<file path="src/hdl/slcan_pkg.sv">
`default_nettype none

package slcan_pkg;

  localparam int MAX_DATA_BYTES_DEF = 8;
  localparam int QUEUE_DEPTH = 2;

  localparam logic [7:0] CH_CR = 8'h0D;
  localparam logic [7:0] CH_STD_DATA = 8'h74;
  localparam logic [7:0] CH_EXT_DATA = 8'h54;
  localparam logic [7:0] CH_STD_RTR = 8'h72;
  localparam logic [7:0] CH_EXT_RTR = 8'h52;
  localparam logic [7:0] CH_ZERO = 8'h30;
  localparam logic [7:0] CH_NINE = 8'h39;
  localparam logic [7:0] CH_LC_A = 8'h61;
  localparam logic [7:0] CH_LC_F = 8'h66;
  localparam logic [7:0] CH_UC_A = 8'h41;
  localparam logic [7:0] CH_UC_F = 8'h46;

  localparam logic [1:0] KIND_STD_DATA = 2'd0;
  localparam logic [1:0] KIND_EXT_DATA = 2'd1;
  localparam logic [1:0] KIND_STD_RTR = 2'd2;
  localparam logic [1:0] KIND_EXT_RTR = 2'd3;

  localparam logic [1:0] ST_OK = 2'd0;
  localparam logic [1:0] ST_SHORT = 2'd1;
  localparam logic [1:0] ST_BAD_CMD = 2'd2;
  localparam logic [1:0] ST_BAD_DIGIT = 2'd3;

  typedef struct packed {
    logic       is_cr;
    logic       cmd_ok;
    logic [1:0] kind;
    logic       hex_ok;
    logic [3:0] hex_val;
  } char_class_t;

endpackage

`default_nettype wire

</file>
<file path="src/hdl/slcan_ifs.sv">
`default_nettype none

interface slcan_rx_if;
  logic       valid;
  logic       ready;
  logic [7:0] ch;
  modport source (output valid, output ch, input ready);
  modport sink (input valid, input ch, output ready);
endinterface

interface slcan_tx_if;
  logic        valid;
  logic        ready;
  logic [1:0]  status;
  logic        extended;
  logic        remote;
  logic [31:0] frame_id;
  logic [3:0]  dlc;
  logic [63:0] payload;
  modport source (output valid, output status, output extended, output remote,
                  output frame_id, output dlc, output payload, input ready);
  modport sink (input valid, input status, input extended, input remote,
                input frame_id, input dlc, input payload, output ready);
endinterface

`default_nettype wire

</file>
<file path="src/hdl/slcan_ascii_frame_decoder_core.sv">
// slcan ascii frame decoder
// rx carries one ascii character per transfer (valid/ready); a carriage
// return closes the line and produces exactly one transfer on tx with
// status, extended, remote, frame_id, dlc and payload. other characters
// produce nothing on tx.
// throughput: one character per cycle while the queue has room, set by the
// combinational classify stage and the line state update in the back end.
// a result passes through the two-entry queue and then the output register
// before it is valid on tx.
// rx.ready is high whenever the queue has room; when tx stalls, a pending
// result holds in the output register, ordinary characters keep being
// consumed, and only a following carriage return waits in the queue, so
// rx backs up after two more characters.
// reset (rst, synchronous, active high) empties the queue, clears tx.valid
// and starts a fresh line.
`default_nettype none

module slcan_ascii_frame_decoder_core #(
  parameter int MAX_DATA_BYTES = slcan_pkg::MAX_DATA_BYTES_DEF
) (
  input wire logic   clk,
  input wire logic   rst,
  slcan_rx_if.sink   rx,
  slcan_tx_if.source tx
);

  logic                   push;
  logic                   full;
  logic                   pop;
  logic                   not_empty;
  slcan_pkg::char_class_t push_data;
  slcan_pkg::char_class_t pop_data;

  slcan_front u_front (
    .rx        (rx),
    .full      (full),
    .push      (push),
    .push_data (push_data)
  );

  slcan_queue u_queue (
    .clk       (clk),
    .rst       (rst),
    .push      (push),
    .push_data (push_data),
    .full      (full),
    .pop       (pop),
    .not_empty (not_empty),
    .pop_data  (pop_data)
  );

  slcan_back #(
    .MAX_DATA_BYTES (MAX_DATA_BYTES)
  ) u_back (
    .clk     (clk),
    .rst     (rst),
    .q_valid (not_empty),
    .q_data  (pop_data),
    .q_pop   (pop),
    .tx      (tx)
  );

endmodule

`default_nettype wire

</file>
<file path="src/hdl/slcan_front.sv">
`default_nettype none

module slcan_front (
  slcan_rx_if.sink               rx,
  input  wire logic              full,
  output logic                   push,
  output slcan_pkg::char_class_t push_data
);

  logic [7:0] c;

  assign c = rx.ch;
  assign rx.ready = !full;
  assign push = rx.valid && !full;

  always_comb begin
    push_data = '0;
    push_data.is_cr = (c == slcan_pkg::CH_CR);
    push_data.cmd_ok = 1'b1;
    case (c)
      slcan_pkg::CH_STD_DATA: push_data.kind = slcan_pkg::KIND_STD_DATA;
      slcan_pkg::CH_EXT_DATA: push_data.kind = slcan_pkg::KIND_EXT_DATA;
      slcan_pkg::CH_STD_RTR:  push_data.kind = slcan_pkg::KIND_STD_RTR;
      slcan_pkg::CH_EXT_RTR:  push_data.kind = slcan_pkg::KIND_EXT_RTR;
      default: begin
        push_data.kind = slcan_pkg::KIND_STD_DATA;
        push_data.cmd_ok = 1'b0;
      end
    endcase
    if (c inside {[slcan_pkg::CH_ZERO:slcan_pkg::CH_NINE]}) begin
      push_data.hex_ok = 1'b1;
      push_data.hex_val = 4'(c - slcan_pkg::CH_ZERO);
    end else if (c inside {[slcan_pkg::CH_LC_A:slcan_pkg::CH_LC_F]}) begin
      push_data.hex_ok = 1'b1;
      push_data.hex_val = 4'(c - slcan_pkg::CH_LC_A + 8'd10);
    end else if (c inside {[slcan_pkg::CH_UC_A:slcan_pkg::CH_UC_F]}) begin
      push_data.hex_ok = 1'b1;
      push_data.hex_val = 4'(c - slcan_pkg::CH_UC_A + 8'd10);
    end
  end

endmodule

`default_nettype wire

</file>
<file path="src/hdl/slcan_queue.sv">
`default_nettype none

module slcan_queue (
  input  wire logic                   clk,
  input  wire logic                   rst,
  input  wire logic                   push,
  input  wire slcan_pkg::char_class_t push_data,
  output logic                        full,
  input  wire logic                   pop,
  output logic                        not_empty,
  output slcan_pkg::char_class_t      pop_data
);

  localparam int DEPTH = slcan_pkg::QUEUE_DEPTH;
  localparam int AW = (DEPTH > 1) ? $clog2(DEPTH) : 1;
  localparam int CW = $clog2(DEPTH + 1);

  slcan_pkg::char_class_t entries [DEPTH];
  logic [AW-1:0] wptr;
  logic [AW-1:0] rptr;
  logic [CW-1:0] count;

  assign full = (count == CW'(DEPTH));
  assign not_empty = (count != '0);
  assign pop_data = entries[rptr];

  always_ff @(posedge clk) begin
    if (push) begin
      entries[wptr] <= push_data;
    end
  end

  always_ff @(posedge clk) begin
    if (rst) begin
      wptr <= '0;
      rptr <= '0;
      count <= '0;
    end else begin
      if (push) begin
        wptr <= (wptr == AW'(DEPTH - 1)) ? '0 : wptr + 1'b1;
      end
      if (pop) begin
        rptr <= (rptr == AW'(DEPTH - 1)) ? '0 : rptr + 1'b1;
      end
      if (push && !pop) begin
        count <= count + 1'b1;
      end else if (pop && !push) begin
        count <= count - 1'b1;
      end
    end
  end

endmodule

`default_nettype wire

</file>
<file path="src/hdl/slcan_back.sv">
`default_nettype none

module slcan_back #(
  parameter int MAX_DATA_BYTES = slcan_pkg::MAX_DATA_BYTES_DEF
) (
  input  wire logic                   clk,
  input  wire logic                   rst,
  input  wire logic                   q_valid,
  input  wire slcan_pkg::char_class_t q_data,
  output logic                        q_pop,
  slcan_tx_if.source                  tx
);

  localparam int DATA_W = 8 * MAX_DATA_BYTES;
  localparam int NIB = 2 * MAX_DATA_BYTES;
  localparam logic [4:0] MAX_V = 5'(MAX_DATA_BYTES);

  logic [4:0]        pos, pos_next;
  logic [1:0]        kind, kind_next;
  logic [31:0]       id_acc, id_acc_next;
  logic [3:0]        lc, lc_next;
  logic [DATA_W-1:0] data, data_next;
  logic [1:0]        err, err_next;

  logic        ext, rem;
  logic [4:0]  idlen, hdr, d, nib;
  logic [5:0]  need;
  logic [1:0]  st;
  logic [63:0] payload_w;
  logic        emit;

  assign q_pop = q_valid && (!q_data.is_cr || !tx.valid || tx.ready);
  assign emit = q_pop && q_data.is_cr;

  always_comb begin
    ext = kind[0];
    rem = kind[1];
    idlen = ext ? 5'd8 : 5'd3;
    hdr = idlen + 5'd2;
    d = pos - hdr;
    nib = {d[4:1], ~d[0]};
    need = {1'b0, hdr} + (rem ? 6'd0 : {1'b0, lc, 1'b0});
    st = err;
    if (err == slcan_pkg::ST_OK && (pos == '0 || {1'b0, pos} < need)) begin
      st = slcan_pkg::ST_SHORT;
    end
    payload_w = '0;
    payload_w[DATA_W-1:0] = data;

    pos_next = pos;
    kind_next = kind;
    id_acc_next = id_acc;
    lc_next = lc;
    data_next = data;
    err_next = err;
    if (q_pop) begin
      if (q_data.is_cr) begin
        pos_next = '0;
        kind_next = '0;
        id_acc_next = '0;
        lc_next = '0;
        data_next = '0;
        err_next = slcan_pkg::ST_OK;
      end else begin
        if (err == slcan_pkg::ST_OK) begin
          if (pos == '0) begin
            if (q_data.cmd_ok) begin
              kind_next = q_data.kind;
            end else begin
              err_next = slcan_pkg::ST_BAD_CMD;
            end
          end else if (pos <= idlen) begin
            if (q_data.hex_ok) begin
              id_acc_next = {id_acc[27:0], q_data.hex_val};
            end else begin
              err_next = slcan_pkg::ST_BAD_DIGIT;
            end
          end else if (pos == idlen + 5'd1) begin
            if (q_data.hex_ok && {1'b0, q_data.hex_val} <= MAX_V) begin
              lc_next = q_data.hex_val;
            end else begin
              err_next = slcan_pkg::ST_BAD_DIGIT;
            end
          end else if (!rem && {1'b0, d} < {1'b0, lc, 1'b0}) begin
            if (q_data.hex_ok) begin
              for (int i = 0; i < NIB; i++) begin
                if (nib == 5'(i)) begin
                  data_next[4*i +: 4] = q_data.hex_val;
                end
              end
            end else begin
              err_next = slcan_pkg::ST_BAD_DIGIT;
            end
          end
        end
        if (pos != 5'd31) begin
          pos_next = pos + 5'd1;
        end
      end
    end
  end

  always_ff @(posedge clk) begin
    if (rst) begin
      pos <= '0;
      kind <= '0;
      id_acc <= '0;
      lc <= '0;
      data <= '0;
      err <= slcan_pkg::ST_OK;
      tx.valid <= 1'b0;
    end else begin
      pos <= pos_next;
      kind <= kind_next;
      id_acc <= id_acc_next;
      lc <= lc_next;
      data <= data_next;
      err <= err_next;
      if (emit) begin
        tx.valid <= 1'b1;
      end else if (tx.ready) begin
        tx.valid <= 1'b0;
      end
    end
  end

  always_ff @(posedge clk) begin
    if (emit) begin
      tx.status <= st;
      if (st == slcan_pkg::ST_OK) begin
        tx.extended <= ext;
        tx.remote <= rem;
        tx.frame_id <= id_acc;
        tx.dlc <= lc;
        tx.payload <= rem ? 64'd0 : payload_w;
      end else begin
        tx.extended <= 1'b0;
        tx.remote <= 1'b0;
        tx.frame_id <= '0;
        tx.dlc <= '0;
        tx.payload <= '0;
      end
    end
  end

endmodule

`default_nettype wire

</file>
<file path="src/flat_wrapper.sv">
// flat-port wrapper written by rule: the top's interface ports become plain ports
module slcan_ascii_frame_decoder_core_flat 
#(
  parameter int MAX_DATA_BYTES = slcan_pkg::MAX_DATA_BYTES_DEF
)
  (clk, rst, rx_valid, rx_ch, rx_ready, tx_valid, tx_status, tx_extended, tx_remote, tx_frame_id, tx_dlc, tx_payload, tx_ready);
  slcan_rx_if rx_i ();
  slcan_tx_if tx_i ();
  input wire logic clk;
  input wire logic rst;
  input wire logic [$bits(rx_i.valid)-1:0] rx_valid;
  input wire logic [$bits(rx_i.ch)-1:0] rx_ch;
  output wire logic [$bits(rx_i.ready)-1:0] rx_ready;
  output wire logic [$bits(tx_i.valid)-1:0] tx_valid;
  output wire logic [$bits(tx_i.status)-1:0] tx_status;
  output wire logic [$bits(tx_i.extended)-1:0] tx_extended;
  output wire logic [$bits(tx_i.remote)-1:0] tx_remote;
  output wire logic [$bits(tx_i.frame_id)-1:0] tx_frame_id;
  output wire logic [$bits(tx_i.dlc)-1:0] tx_dlc;
  output wire logic [$bits(tx_i.payload)-1:0] tx_payload;
  input wire logic [$bits(tx_i.ready)-1:0] tx_ready;
  assign rx_i.valid = rx_valid;
  assign rx_i.ch = rx_ch;
  assign rx_ready = rx_i.ready;
  assign tx_valid = tx_i.valid;
  assign tx_status = tx_i.status;
  assign tx_extended = tx_i.extended;
  assign tx_remote = tx_i.remote;
  assign tx_frame_id = tx_i.frame_id;
  assign tx_dlc = tx_i.dlc;
  assign tx_payload = tx_i.payload;
  assign tx_i.ready = tx_ready;
  slcan_ascii_frame_decoder_core #(.MAX_DATA_BYTES(MAX_DATA_BYTES)) u_core (.clk(clk), .rst(rst), .rx(rx_i), .tx(tx_i));
endmodule
</file>
<file path="config.mk">
export PLATFORM = sky130hd
export DESIGN_NAME = slcan_ascii_frame_decoder_core_flat
export DESIGN_NICKNAME = d
export VERILOG_FILES = /design/src/hdl/slcan_pkg.sv /design/src/hdl/slcan_ifs.sv /design/src/hdl/slcan_ascii_frame_decoder_core.sv /design/src/hdl/slcan_front.sv /design/src/hdl/slcan_queue.sv /design/src/hdl/slcan_back.sv /design/src/flat_wrapper.sv
export SDC_FILE = /design/constraint.sdc
export NUM_CORES = 1
export LEC_CHECK = 0
export ABC_AREA = 0
export BUFFER_PORTS_ARGS = -buffer_cell sky130_fd_sc_hd__buf_2
export CAP_MARGIN = 20
export CORE_ASPECT_RATIO = 0.9
export CORE_MARGIN = 5
export CORE_UTILIZATION = 62
export DETAILED_ROUTE_END_ITERATION = 16
export PLACE_DENSITY = 0.82
export SLEW_MARGIN = 20
export SYNTH_ARGS = -nofsm -noshare
export SYNTH_HDL_FRONTEND = slang
export SYNTH_SLANG_ARGS = --single-unit
export TNS_END_PERCENT = 30
</file>
<file path="constraint.sdc">
create_clock -name clk -period 5.65 [get_ports clk]
set_clock_uncertainty 0.2 [all_clocks]
set_input_delay 0 -clock clk [delete_from_list [all_inputs] [get_ports clk]]
set_output_delay 0 -clock clk [all_outputs]
set_load 0.05 [all_outputs]
</file>
==> out/metrics.yaml <==
die:
  die-area_mm2: 0.01824
  initial_core_util_pct: 63.01
  core_mm2: 0.01539
  ioPinCount: 118
  die_x_um: 141.8
  die_h_um: 128.6
  rows: 43
synthesis:
  netlist_instances: 828
  syn_area_mm2: 0.009696
  synthArstFlopShare_pct: 0
  synthesis.nets: 866
  synth_seq_area_share_pct: 61.53
  dominantRegCellSynth: "edfxtp_1"
  synthDistinctLibCells: 59
  synth.avg_cell_area_um2: 11.71
  ys_ff_latch: 237
  ys_warn_count: 0
  synth_edf_count: 122
setup_path:
  crit_required_ps: 5810
  critPathBufInv: 2
  critPathLaunch: "u_core.u_back.kind[0]"
  cp.arrival_ps: 4650
  critPathSlowestCell: "or4_4"
  end_kind: "register"
  crit_type: "register to register"
  timing.rr.start: "u_core.u_back.kind[0]"
  crit_chain: "inv_1 > ha_1 > nand3b_1 > nand2_1 > xnor2_2 > clkinv_1 > ha_1 > or4_4 > a21oi_4 > o21bai_4 > or4_4 > a21o_1 > o2bb2ai_1"
  critPathMaxFanout: 11
  max_stage_delay_ps: 550
  cp_top_family: "simple AND/OR/NAND/NOR gates"
  worstSetupStartpointType: "register"
cts:
  post_cts_resized: 0
  clk_pin_slew_ps: 60
  root_buffer: "clkbuf_16"
  cts_buffers: 23
  cts_tree: "yes"
  clk_path_buf_depth: 3
  htree_num_levels: 1
  insertion_delay_ps: 510
  clock-sinks: 237
timing:
  grt_setup_unrepaired: "no"
  setup_viol: 0
  finalHoldViolations: 0
  fmax_ghz: 0.2226
  max_slew.worst_pin.slew_ps: 918.2
  finalSetupTns_ps: 0
  min_period_ps: 4493
  report.final.slew_viol_count: 0
  worst_slack_ps: 1157
  slew_headroom_pct: 38.79
  fin_crit_sh_pct: 79.51
power:
  p_seq_share_pct: 42.3
  power_frac_comb_pct: 29.5
  ir_worst_vdd_mv: 0.2583
  clock_power_share_pct: 28.2
  internal_power_mw: 3.246
  p_leak_nw: 4.238
  power.net_switching_mw: 1.909
  power.density_mw_per_mm2: 452.3
  p_total_mw: 5.155
  switching_share_pct: 37.03
detailed_routing:
  viasPerCell: 5.719
  ant_nets: 0
  drt_iter0_drc: 601
  routed_wl_um: 19420
  dr_total_vias: 6725
  wl_per_cell_um: 16.52
  firstDrtPassIters: 5
  drcViolationCount: 0
global_routing:
  grt_usage_pct: 21.06
  grt_start_max_net_pins: 78
  grt_overflow: 0
  grt_pass1_vias: 6229
  grt_pass1_wl_um: 31550
  antenna_found_initial: 0
layout:
  diodes: 0
  layout.nets: 995
  fill_cells: 1015
  synthToLayoutAreaGrowth_pct: 17.55
  drive_gt1_share_pct: 19.20
  fin_util_pct: 74.07
flow_run:
  drv_cap: 0
placement:
  gp_congestion: 0.8898
  pre_cts_slack_ps: 1259
  hpwlAfterDp_um: 12790
  port_buffers: 117
worst_hold_path:
  worstHoldStart: "rst"
  hold_path.class: "input port to register"
outcome:
  status: "complete, no violations"
worst reg2reg max path, delay by kind of cell (launching register included):
kind,cells,cell delay (ps)
buf+inv,2,600
simple gates,4,1210
fa+ha+maj,2,690
flops,1,500
compound gates,4,740
xor+xnor,1,400
state kept, by name, indices dropped and copies added (netlist names), named ones only:
name and count:
u_core.u_back.tx.frame_id 32, u_core.u_back.tx.remote 1, u_core.u_back.lc 4, u_core.u_queue.entries 18, u_core.u_back.tx.status 2, u_core.u_back.tx.payload 64, u_core.u_back.err 2, u_core.u_back.tx.extended 1
u_core.u_queue.rptr 1, u_core.u_back.data 64, u_core.u_back.kind 2, u_core.u_queue.wptr 1, u_core.u_back.pos 5, u_core.u_back.tx.valid 1, u_core.u_back.tx.dlc 4, u_core.u_back.id_acc 32
u_core.u_queue.count 2
cells in the final DEF, fill, tap and decap left out, types with 5 or more instances in the layout:
| master | instances |
|---|---|
| a21o_1 | 11 |
| a21oi_1 | 56 |
| and2_1 | 104 |
| buf_2 | 117 |
| buf_4 | 6 |
| clkbuf_16 | 23 |
| clkinv_2 | 6 |
| dfxtp_1 | 115 |
| dlygate4sd3_1 | 21 |
| edfxtp_1 | 122 |
| ha_1 | 24 |
| inv_1 | 17 |
| mux2i_1 | 5 |
| nand2_1 | 67 |
| nand2b_1 | 12 |
| nand3_1 | 37 |
| nor2_1 | 35 |
| nor2b_1 | 7 |
| nor3_1 | 9 |
| nor4_1 | 9 |
| o21ai_0 | 9 |
| o21ai_1 | 9 |
| o2bb2ai_1 | 64 |
| or4_4 | 8 |
| xor2_1 | 7 |
cells by family (layout without fill, tap and decap cells):
| logic type | count (synthesis) | count (layout) | share of synthesized area [%] |
|---|---|---|---|
| AO/OA/AOI/OAI | 175 | 175 | 12.88 |
| multiplexers | 10 | 10 | 1.084 |
| adder cells (fa/ha/maj) | 26 | 26 | 3.510 |
| buffers and inverters | 59 | 205 | 2.400 |
| flip-flops | 237 | 237 | 61.53 |
| AND/OR/NAND/NOR | 312 | 312 | 17.71 |
| XOR/XNOR | 9 | 9 | 0.8905 |
area by class of cell:
cell class	instances	area, um2	area share (%)
Inverter	19	73.82	0.6477
Tap cell	202	252.7	2.218
Clock inverter	15	122.6	1.076
Timing Repair Buffer	144	840.8	7.377
Clock buffer	27	610.6	5.357
Multi-Input combinational cell	532	3531	30.98
Sequential cell	237	5966	52.34
worst paths after layout:
| kind | endpoint | cells past startpoint | slack [ps] |
|---|---|---|---|
| max | u_core.u_back.data[42] | 13 | 1160 |
| min reg2reg | u_core.u_back.id_acc[29] | 2 | 250 |
| max reg2reg | u_core.u_back.data[42] | 13 | 1160 |
| min | u_core.u_queue.rptr | 3 | 230 |
layer usage:
metal	GRT usage, %	share of wire [%]	vias up
met4	4.571	1.8	0
met3	3.307	6.6	33
met2	33.63	45	219
met5	0	0	-
met1	30.93	46	3197
li1	-	-	3276
cells in the mapped netlist, types with 6 or more instances:
cell type	number	area share, %
a21oi_1	56	2.9
a21o_1	11	0.85
clkbuf_1	35	1.4
and2_1	104	6.7
o21ai_0	9	0.46
or4_4	8	0.93
xor2_1	7	0.63
inv_1	18	0.70
nor2_1	35	1.4
o21ai_1	9	0.46
nand3_1	37	1.9
nor3_1	9	0.46
dfxtp_1	115	24
edfxtp_1	122	38
mux2i_1	6	0.62
o2bb2ai_1	64	5.8
nand2_1	67	2.6
nor2b_1	7	0.45
ha_1	24	3.1
nor4_1	9	0.58
nand2b_1	12	0.77
through the flow:
step	std cells	hold slack, ps	cell area, um2
6_report	1176	233.1	11400
3_5_place_dp	1113	146.6	10450
3_3_place_gp	1113	138.4	10450
2_1_floorplan	828	-0.1187	9696
4_1_cts	1176	225.1	11400
5_1_grt	1176	256.9	11400
power groups by stage:
stage / Combinational, mW / Clock, mW / Sequential [mW]
after floorplan: 0.634 / 0 / 2.75
after global placement: 1.49 / 0 / 2.21
after detailed placement: 1.50 / 0 / 2.22
after CTS: 1.52 / 1.47 / 2.18
after global routing: 1.62 / 1.55 / 2.20
final: 1.52 / 1.45 / 2.18
repair_timing:
item                                   CTS  global route
endpoints found under the hold margin   58             0
hold buffers                            21             0
setup buffers                            0             0
(Power assumes the default switching activity.)
